**src/sv/assert_macros.svh**
```systemverilog
// -----------------------------------------------------------------------------
// Assertion macros
// Shared wrappers for clocked concurrent assertions, sampled on clock and
// disabled while reset is high.
// -----------------------------------------------------------------------------
`ifndef ASSERT_MACROS_SVH
`define ASSERT_MACROS_SVH

// The property must hold at every clock edge outside reset.
`define ASSERT_ALWAYS(lbl, prop, msg) \
   lbl: assert property (@(posedge clock) disable iff (reset) (prop)) else $error(msg);

// The condition must never be true at a clock edge outside reset.
`define ASSERT_NEVER(lbl, cond, msg) \
   lbl: assert property (@(posedge clock) disable iff (reset) !(cond)) else $error(msg);

`endif

```
**src/sv/md5_pkg.sv**
```systemverilog
// -----------------------------------------------------------------------------
// MD5 package
// Types, round constants and small helper functions for the MD5 digest block.
// -----------------------------------------------------------------------------
package md5_pkg;

   localparam int unsigned WORD_W   = 32;
   localparam int unsigned ROUND_W  = 6;
   localparam int unsigned FILL_W   = 6;
   localparam int unsigned LEN_W    = 64;
   localparam int unsigned BLOCK_WORDS = 16;

   localparam logic [WORD_W-1:0] INIT_A = 32'h67452301;
   localparam logic [WORD_W-1:0] INIT_B = 32'hefcdab89;
   localparam logic [WORD_W-1:0] INIT_C = 32'h98badcfe;
   localparam logic [WORD_W-1:0] INIT_D = 32'h10325476;

   localparam logic [7:0]        PAD_BYTE    = 8'h80;
   // Once the marker lands at byte 56 or later, the length needs a block of its own.
   localparam logic [FILL_W-1:0] LEN_LIMIT   = 6'd56;
   localparam logic [3:0]        LEN_LO_WORD = 4'd14;
   localparam logic [3:0]        LEN_HI_WORD = 4'd15;

   typedef enum logic [2:0] {
      ST_IDLE,
      ST_PAD,
      ST_LEN,
      ST_ROUND,
      ST_ADD,
      ST_OUT
   } state_type;

   // What follows once a compression has been folded into the chaining words.
   typedef enum logic [1:0] {
      NEXT_IDLE,
      NEXT_PAD,
      NEXT_LEN,
      NEXT_OUT
   } next_job_type;

   localparam logic [WORD_W-1:0] SINE_TAB [64] = '{
      32'hd76aa478, 32'he8c7b756, 32'h242070db, 32'hc1bdceee,
      32'hf57c0faf, 32'h4787c62a, 32'ha8304613, 32'hfd469501,
      32'h698098d8, 32'h8b44f7af, 32'hffff5bb1, 32'h895cd7be,
      32'h6b901122, 32'hfd987193, 32'ha679438e, 32'h49b40821,
      32'hf61e2562, 32'hc040b340, 32'h265e5a51, 32'he9b6c7aa,
      32'hd62f105d, 32'h02441453, 32'hd8a1e681, 32'he7d3fbc8,
      32'h21e1cde6, 32'hc33707d6, 32'hf4d50d87, 32'h455a14ed,
      32'ha9e3e905, 32'hfcefa3f8, 32'h676f02d9, 32'h8d2a4c8a,
      32'hfffa3942, 32'h8771f681, 32'h6d9d6122, 32'hfde5380c,
      32'ha4beea44, 32'h4bdecfa9, 32'hf6bb4b60, 32'hbebfbc70,
      32'h289b7ec6, 32'heaa127fa, 32'hd4ef3085, 32'h04881d05,
      32'hd9d4d039, 32'he6db99e5, 32'h1fa27cf8, 32'hc4ac5665,
      32'hf4292244, 32'h432aff97, 32'hab9423a7, 32'hfc93a039,
      32'h655b59c3, 32'h8f0ccc92, 32'hffeff47d, 32'h85845dd1,
      32'h6fa87e4f, 32'hfe2ce6e0, 32'ha3014314, 32'h4e0811a1,
      32'hf7537e82, 32'hbd3af235, 32'h2ad7d2bb, 32'heb86d391
   };

   localparam logic [4:0] SHIFT_TAB [16] = '{
      5'd7, 5'd12, 5'd17, 5'd22, 5'd5, 5'd9, 5'd14, 5'd20,
      5'd4, 5'd11, 5'd16, 5'd23, 5'd6, 5'd10, 5'd15, 5'd21
   };

   function automatic logic [WORD_W-1:0] rotl32(input logic [WORD_W-1:0] x,
                                                input logic [4:0] s);
      logic [2*WORD_W-1:0] dbl;
      dbl = {x, x} << s;
      return dbl[2*WORD_W-1:WORD_W];
   endfunction

endpackage

```
**src/sv/md5_message_digest.sv**
```systemverilog
// -----------------------------------------------------------------------------
// MD5 message digest
// Takes a message one byte per beat and returns its MD5 digest as four beats.
// -----------------------------------------------------------------------------
// The block accepts one byte per beat while it is idle; a byte that does not
// complete a 64-byte block is only stored. The byte that completes a block
// starts the single shared round unit, which runs the 64 MD5 rounds at one
// round per cycle and then adds the result into the chaining words; such a
// beat holds req_tready low until that add is done. The beat with req_tlast
// set goes through a padding step and one compression before the digest is
// offered. When fewer than 9 bytes of room remain in the last block, the
// length goes into a block of its own, which costs a length step and a second
// compression. A final beat whose byte completes a block first compresses
// that block. The digest goes out as four beats, word A first, rsp_tlast on
// word D. The block is ready for the next message after the fourth beat is
// taken.
// -----------------------------------------------------------------------------
`include "assert_macros.svh"

module md5_message_digest
   import md5_pkg::*;
(
   input  logic        clock,
   input  logic        reset,
   // Input channel.
   input  logic        req_tvalid,
   output logic        req_tready,
   input  logic [7:0]  req_tdata,   // [7:0] data_byte
   input  logic        req_tuser,   // [0] byte_present
   input  logic        req_tlast,   // end_of_message
   // Result channel.
   output logic        rsp_tvalid,
   input  logic        rsp_tready,
   output logic [31:0] rsp_tdata,   // [31:0] digest_word
   output logic [1:0]  rsp_tuser,   // [1:0] word_number
   output logic        rsp_tlast    // last_word
);

   state_type                state_ff, state_in;
   next_job_type             job_ff, job_in;
   logic [ROUND_W-1:0]       round_ff, round_in;
   logic [1:0]               word_ff, word_in;
   logic [FILL_W-1:0]        fill_ff, fill_in;
   logic [LEN_W-1:0]         bitlen_ff, bitlen_in;
   logic [WORD_W-1:0]        chain_ff [4];
   logic [WORD_W-1:0]        chain_in [4];
   logic [WORD_W-1:0]        buffer_ff [BLOCK_WORDS];
   logic [WORD_W-1:0]        buffer_in [BLOCK_WORDS];
   logic [WORD_W-1:0]        a_ff, b_ff, c_ff, d_ff;
   logic [WORD_W-1:0]        a_in, b_in, c_in, d_in;

   logic                     req_fire, rsp_fire;
   logic [WORD_W-1:0]        f_mix, t_sum;
   logic [3:0]               g_idx, r_lo;

   assign req_fire = req_tvalid && req_tready;
   assign rsp_fire = rsp_tvalid && rsp_tready;
   assign r_lo     = round_ff[3:0];

   // Next state.
   always_comb begin
      state_in = state_ff;
      job_in   = job_ff;
      unique case (state_ff)
         ST_IDLE: begin
            if (req_fire) begin
               if (req_tuser && fill_ff == '1) begin
                  state_in = ST_ROUND;
                  job_in   = req_tlast ? NEXT_PAD : NEXT_IDLE;
               end else if (req_tlast) begin
                  state_in = ST_PAD;
               end
            end
         end
         ST_PAD: begin
            state_in = ST_ROUND;
            job_in   = (fill_ff >= LEN_LIMIT) ? NEXT_LEN : NEXT_OUT;
         end
         ST_LEN: begin
            state_in = ST_ROUND;
            job_in   = NEXT_OUT;
         end
         ST_ROUND: begin
            if (round_ff == '1) begin
               state_in = ST_ADD;
            end
         end
         ST_ADD: begin
            unique case (job_ff)
               NEXT_IDLE: state_in = ST_IDLE;
               NEXT_PAD:  state_in = ST_PAD;
               NEXT_LEN:  state_in = ST_LEN;
               NEXT_OUT:  state_in = ST_OUT;
               default:   state_in = ST_IDLE;
            endcase
         end
         ST_OUT: begin
            if (rsp_fire && word_ff == 2'd3) begin
               state_in = ST_IDLE;
            end
         end
         default: state_in = ST_IDLE;
      endcase
   end

   // Handshake outputs.
   always_comb begin
      req_tready = (state_ff == ST_IDLE);
      rsp_tvalid = (state_ff == ST_OUT);
      rsp_tdata  = chain_ff[word_ff];
      rsp_tuser  = word_ff;
      rsp_tlast  = (word_ff == 2'd3);
   end

   // Round function of the shared unit.
   always_comb begin
      unique case (round_ff[5:4])
         2'd0: begin
            f_mix = (b_ff & c_ff) | (~b_ff & d_ff);
            g_idx = r_lo;
         end
         2'd1: begin
            f_mix = (d_ff & b_ff) | (~d_ff & c_ff);
            g_idx = (r_lo << 2) + r_lo + 4'd1;
         end
         2'd2: begin
            f_mix = b_ff ^ c_ff ^ d_ff;
            g_idx = (r_lo << 1) + r_lo + 4'd5;
         end
         default: begin
            f_mix = c_ff ^ (b_ff | ~d_ff);
            g_idx = (r_lo << 3) - r_lo;
         end
      endcase
      t_sum = a_ff + f_mix + SINE_TAB[round_ff] + buffer_ff[g_idx];
   end

   // Datapath next values.
   always_comb begin
      fill_in   = fill_ff;
      bitlen_in = bitlen_ff;
      chain_in  = chain_ff;
      buffer_in = buffer_ff;
      word_in   = word_ff;
      round_in  = '0;
      a_in      = chain_ff[0];
      b_in      = chain_ff[1];
      c_in      = chain_ff[2];
      d_in      = chain_ff[3];

      unique case (state_ff)
         ST_IDLE: begin
            // The buffer is all zero past the fill point, so a lane write is enough.
            if (req_fire && req_tuser) begin
               buffer_in[fill_ff[5:2]][fill_ff[1:0]*8 +: 8] = req_tdata;
               fill_in   = fill_ff + 1'b1;
               bitlen_in = bitlen_ff + LEN_W'(8);
            end
         end
         ST_PAD: begin
            buffer_in[fill_ff[5:2]][fill_ff[1:0]*8 +: 8] = PAD_BYTE;
            if (fill_ff < LEN_LIMIT) begin
               buffer_in[LEN_LO_WORD] = bitlen_ff[31:0];
               buffer_in[LEN_HI_WORD] = bitlen_ff[63:32];
            end
         end
         ST_LEN: begin
            buffer_in[LEN_LO_WORD] = bitlen_ff[31:0];
            buffer_in[LEN_HI_WORD] = bitlen_ff[63:32];
         end
         ST_ROUND: begin
            a_in     = d_ff;
            d_in     = c_ff;
            c_in     = b_ff;
            b_in     = b_ff + rotl32(t_sum, SHIFT_TAB[{round_ff[5:4], round_ff[1:0]}]);
            round_in = round_ff + 1'b1;
         end
         ST_ADD: begin
            chain_in[0] = chain_ff[0] + a_ff;
            chain_in[1] = chain_ff[1] + b_ff;
            chain_in[2] = chain_ff[2] + c_ff;
            chain_in[3] = chain_ff[3] + d_ff;
            for (int i = 0; i < BLOCK_WORDS; i++) begin
               buffer_in[i] = '0;
            end
         end
         ST_OUT: begin
            if (rsp_fire) begin
               word_in = word_ff + 1'b1;
               if (word_ff == 2'd3) begin
                  chain_in[0] = INIT_A;
                  chain_in[1] = INIT_B;
                  chain_in[2] = INIT_C;
                  chain_in[3] = INIT_D;
                  fill_in     = '0;
                  bitlen_in   = '0;
               end
            end
         end
         default: begin
            word_in = '0;
         end
      endcase
   end

   always_ff @(posedge clock) begin
      if (reset) begin
         state_ff    <= ST_IDLE;
         job_ff      <= NEXT_IDLE;
         round_ff    <= '0;
         word_ff     <= '0;
         fill_ff     <= '0;
         bitlen_ff   <= '0;
         chain_ff[0] <= INIT_A;
         chain_ff[1] <= INIT_B;
         chain_ff[2] <= INIT_C;
         chain_ff[3] <= INIT_D;
         for (int i = 0; i < BLOCK_WORDS; i++) begin
            buffer_ff[i] <= '0;
         end
      end else begin
         state_ff  <= state_in;
         job_ff    <= job_in;
         round_ff  <= round_in;
         word_ff   <= word_in;
         fill_ff   <= fill_in;
         bitlen_ff <= bitlen_in;
         chain_ff  <= chain_in;
         buffer_ff <= buffer_in;
      end
   end

   always_ff @(posedge clock) begin
      a_ff <= a_in;
      b_ff <= b_in;
      c_ff <= c_in;
      d_ff <= d_in;
   end

   `ASSERT_NEVER(a_no_overlap, req_tready && rsp_tvalid, "input taken while digest pending")
   `ASSERT_ALWAYS(a_round_idle, (state_ff != ST_ROUND) |-> (round_ff == '0), "round count stale")
   `ASSERT_ALWAYS(a_round_end, (state_ff == ST_ROUND && round_ff == '1) |=> (state_ff == ST_ADD), "rounds did not end in add")
   `ASSERT_ALWAYS(a_msg_clear, (rsp_fire && rsp_tlast) |=> (fill_ff == '0 && bitlen_ff == '0), "message state not cleared")
   `ASSERT_ALWAYS(a_word_idle, (state_ff != ST_OUT) |-> (word_ff == '0), "word count stale")

endmodule

```
**config.mk**
```make
export PLATFORM = sky130hd
export DESIGN_NAME = md5_message_digest
export DESIGN_NICKNAME = d
export VERILOG_FILES = /design/src/sv/md5_pkg.sv /design/src/sv/md5_message_digest.sv
export VERILOG_INCLUDE_DIRS = /design/src /design/src/sv
export SDC_FILE = /design/constraint.sdc
export NUM_CORES = 2
export LEC_CHECK = 0
export ABC_CLOCK_PERIOD_IN_PS = 13600
export BUFFER_PORTS_ARGS = -buffer_cell sky130_fd_sc_hd__buf_2
export CAP_MARGIN = 20
export CORE_UTILIZATION = 65
export CTS_CLUSTER_SIZE = 16
export DETAILED_ROUTE_END_ITERATION = 10
export PLACE_DENSITY = 0.88
export SETUP_SLACK_MARGIN = 0.1
export SYNTH_ARGS = -nofsm -noshare
export SYNTH_HDL_FRONTEND = slang
export SYNTH_SLANG_ARGS = --single-unit
```
**constraint.sdc**
```tcl
create_clock -name clock -period 13.6 [get_ports clock]
set_input_delay 2.04 -clock clock [delete_from_list [all_inputs] [get_ports clock]]
set_output_delay 2.04 -clock clock [all_outputs]
set_load 0.005 [all_outputs]
```
==> metrics.md <==
| Metric | Value |
|---|---|
| R2r endpoint | `b_ff[31]` |
| FP Rows | `105` |
| Mapped Cells | `between 6000 and 7000` |
| Commonest non-fill, non-tap cell in the layout | `nor2_1` |
| Global-route wire length before repair | `305000 µm` |
| Commonest non-fill, non-tap cells in the layout | `954 x nor2_1, 842 x dfxtp_1, 645 x nand2_1` |
| Final Cell Area | `58700 µm²` |
| Post-DP HPWL | `roughly 140000 µm` |
| Critical Path AT | `11.75 ns` |
| Routed wl met2 | `about 87000 µm` |
| Slowest stage delay, CP | `0.65 ns` |
| Hold Vio Cnt, Final | `0` |
| CP Depth | `37` |
| Worst-case headroom to the max-slew limit | `0.0330` |
| Hold WS | `about 0.5 ns` |
| R2R Setup Slk | `approximately 2.4 ns` |
| Clk buf depth | `3` |
| Max layer used | `met5` |
| Most used DFF post-synth | `dfxtp_1` |
| Post-CTS Hold Fix Bufs | `0` |
| Vias in the first global route | `around 50000` |
| Register area share after synthesis | `0.312` |
| Final min period | `approximately 11 ns` |
| Slew Limit Fails | `0` |
| Critical path data required time | `approximately 14 ns` |
| IO buf count | `50` |
| Worst-skew pair later-pin latency | `approximately 0.7 ns` |
| Crit. End Element | `register` |
| F_max | `0.0896 GHz` |
| Yosys warning total | `0` |
| MaxCap Viol Count | `0` |
| FF-to-FF Start | `round_ff[1]` |
| Distinct cells, synth | `83` |
| CTS clock-pin slew for the worst setup and hold paths | `about 0.070 ns` |
| Maximum vdd drop | `around 0.18 mV` |
| Synthesis-to-layout area growth | `7.74%` |
| Setup violations, final | `0` |
| Number of I/O pins | `51` |
| Syn_nets | `6930` |
| Post-Route WL | `between 200000 and 250000 µm` |
| Status | `finished clean` |
| Synth Cell Area | `around 54000 µm²` |
| Post-route clock period utilization | `0.820` |
| Tot Pwr | `between 7000 and 8000 µW` |
| Post-CTS sizing | `0` |
| Vias after detailed routing | `54100` |
| Initial Util | `0.660` |
| Critical Path End | `b_ff[31]` |
| Total die area | `84900 µm²` |
| Initial antenna violation count | `10` |
| Overflow after GRT | `0` |
| Setup Skew | `0.0534 ns` |
| Slew of the pin with the lowest slew margin | `1.44 ns` |
| Most Frequent Cell on Critical Path | `o21ai_0` |
| Avg WL per Cell | `roughly 27 µm` |
| Detailed Routing Iterations Pass 1 | `7` |
| Avg Synthesized Cell Area | `just over 8 µm²` |
| Fin util | `0.711` |
| Post-route ant nets | `0` |
| Htree depth | `3` |
| WS Path Type | `register to register` |
| R2R cell count | `37` |
| Via density | `7.13` |
| Largest net degree at the start of global routing | `140` |
| Total setup buffers inserted after CTS | `0` |
| CTS tree | `built` |
| Post-synth ARST share | `0` |
| Cell Area, Placed | `55300 µm²` |
| Die height | `~300 µm` |
| Number of synthesized flops with an enable pin | `0` |
| Critical Path Start Type | `register` |
| Slowest CP cell | `o21ai_0` |
| Worst Path Max Fanout | `20` |
| RSZ-0062 raised after global routing | `no` |
| Register bit total from synthesis | `around 850` |
| Worst Hold Class | `register to register` |
| Worst Path Buf+Inv | `3` |
| Metal-1 WL | `72700 µm` |
| CTS Root Cell | `clkbuf_16` |
| Share of cells above drive strength 1 | `0.104` |
| WL met3 | `about 26000 µm` |
| Placer congestion estimate | `approximately 1.1` |
| Leakage power | `roughly 0.022 µW` |
| Setup crit start | `round_ff[1]` |
| Layout net count | `just under 7000` |
| Core ar. | `about 83000 µm²` |
| Clock sinks | `roughly 850` |
| Critical path's top delay family | `compound AO/OA/AOI/OAI gates` |
| Die width | `about 300 µm` |
| Detailed Route Iter0 Violations | `between 7000 and 8000` |
| Fin Setup TNS | `0 ns` |
| Gr usage total | `0.462` |
| Num CTS Buffers | `90` |
| Pwr dens | `121 nW/µm²` |
| Fill cells | `about 6200` |
| # DRC | `0` |
==> sequential cells by signal, indices dropped and copies added, names as in the netlist <==
signal,count
chain_ff,128
round_ff,6
b_ff,32
c_ff,32
state_ff,3
fill_ff,6
bitlen_ff,61
rsp_tuser,2
d_ff,32
job_ff,2
a_ff,32
buffer_ff,512
==> worst register-to-register path: cells and delay by family (launching register included) <==
family,cells,cell delay [ns]
muxes,3,0.98
and+or+nand+nor,11,2.64
buffers and inverters,3,0.83
adders and majority gates,4,1.65
DFF,1,0.34
AOI/OAI and AO/OA,16,4.61
==> power by group <==
| part | internal, µW | switching [µW] | total [µW] |
|---|---|---|---|
| combinational | 657 | 1190 | 1850 |
| sequential | 2510 | 42.6 | 2550 |
| clock | 1570 | 1130 | 2710 |
| total | 4740 | 2370 | 7100 |
==> Yosys cell counts (72+ instances only) <==
| cell type | count | share of area |
|---|---|---|
| nor2_1 | 959 | 0.066 |
| dfxtp_1 | 848 | 0.31 |
| nand2_1 | 649 | 0.045 |
| o21ai_0 | 628 | 0.058 |
| a21oi_1 | 398 | 0.037 |
| a211oi_1 | 360 | 0.050 |
| clkbuf_1 | 340 | 0.023 |
| ha_1 | 222 | 0.051 |
| a22oi_1 | 200 | 0.028 |
| mux4_2 | 165 | 0.068 |
| inv_1 | 154 | 0.011 |
| xnor2_1 | 138 | 0.022 |
| mux2_2 | 132 | 0.027 |
| a31oi_1 | 127 | 0.015 |
| mux2i_1 | 126 | 0.023 |
| nand3_1 | 114 | 0.010 |
| xor2_1 | 108 | 0.017 |
| nor3_1 | 72 | 0.0066 |
==> metrics by stage <==
stage / cells / setup WS [ns]
detailed placement: 7417 / 2.75
finish: 7591 / 2.44
CTS: 7582 / 2.72
global route: 7589 / 1.86
floorplan: 6626 / 4.04
global placement: 7414 / 3.03
==> worst min-delay path by stage <==
stage	endpoint	slack (ns)	from	cells after the start
floorplan	buffer_ff[32]	0.45	buffer_ff[32]	2
global placement	buffer_ff[33]	0.46	buffer_ff[33]	2
global route	buffer_ff[311]	0.52	buffer_ff[311]	2
finish	buffer_ff[123]	0.49	buffer_ff[123]	2
CTS	chain_ff[13]	0.49	chain_ff[13]	2
detailed placement	buffer_ff[34]	0.48	buffer_ff[34]	2
==> per-layer routing <==
metal	GRT usage	vias up
met5	0	-
met4	0.317	20
met2	0.700	3737
met1	0.571	25500
li1	-	23900
met3	0.129	962
==> layout make-up <==
type                            count  area [µm²]  share of cell area
Antenna cell                        2        5.00           0.0000853
Clock buffer                      128        2630              0.0448
Clock inverter                     37         617              0.0105
Inverter                          156         586             0.00998
Multi-Input combinational cell   5211       35500               0.605
Sequential cell                   848       17000               0.290
Tap cell                         1070        1340              0.0228
Timing Repair Buffer              139        1010              0.0171
==> cells by family after synthesis <==
logic type,count (synthesis),share of synthesized area
AO/OA/AOI/OAI,2134,0.248
XOR/XNOR,247,0.0400
adder cells (fa/ha/maj),291,0.0762
buffers and inverters,567,0.0394
flip-flops,848,0.312
multiplexers,424,0.119
AND/OR/NAND/NOR,2115,0.166
Power figures use the tool's default switching activity.
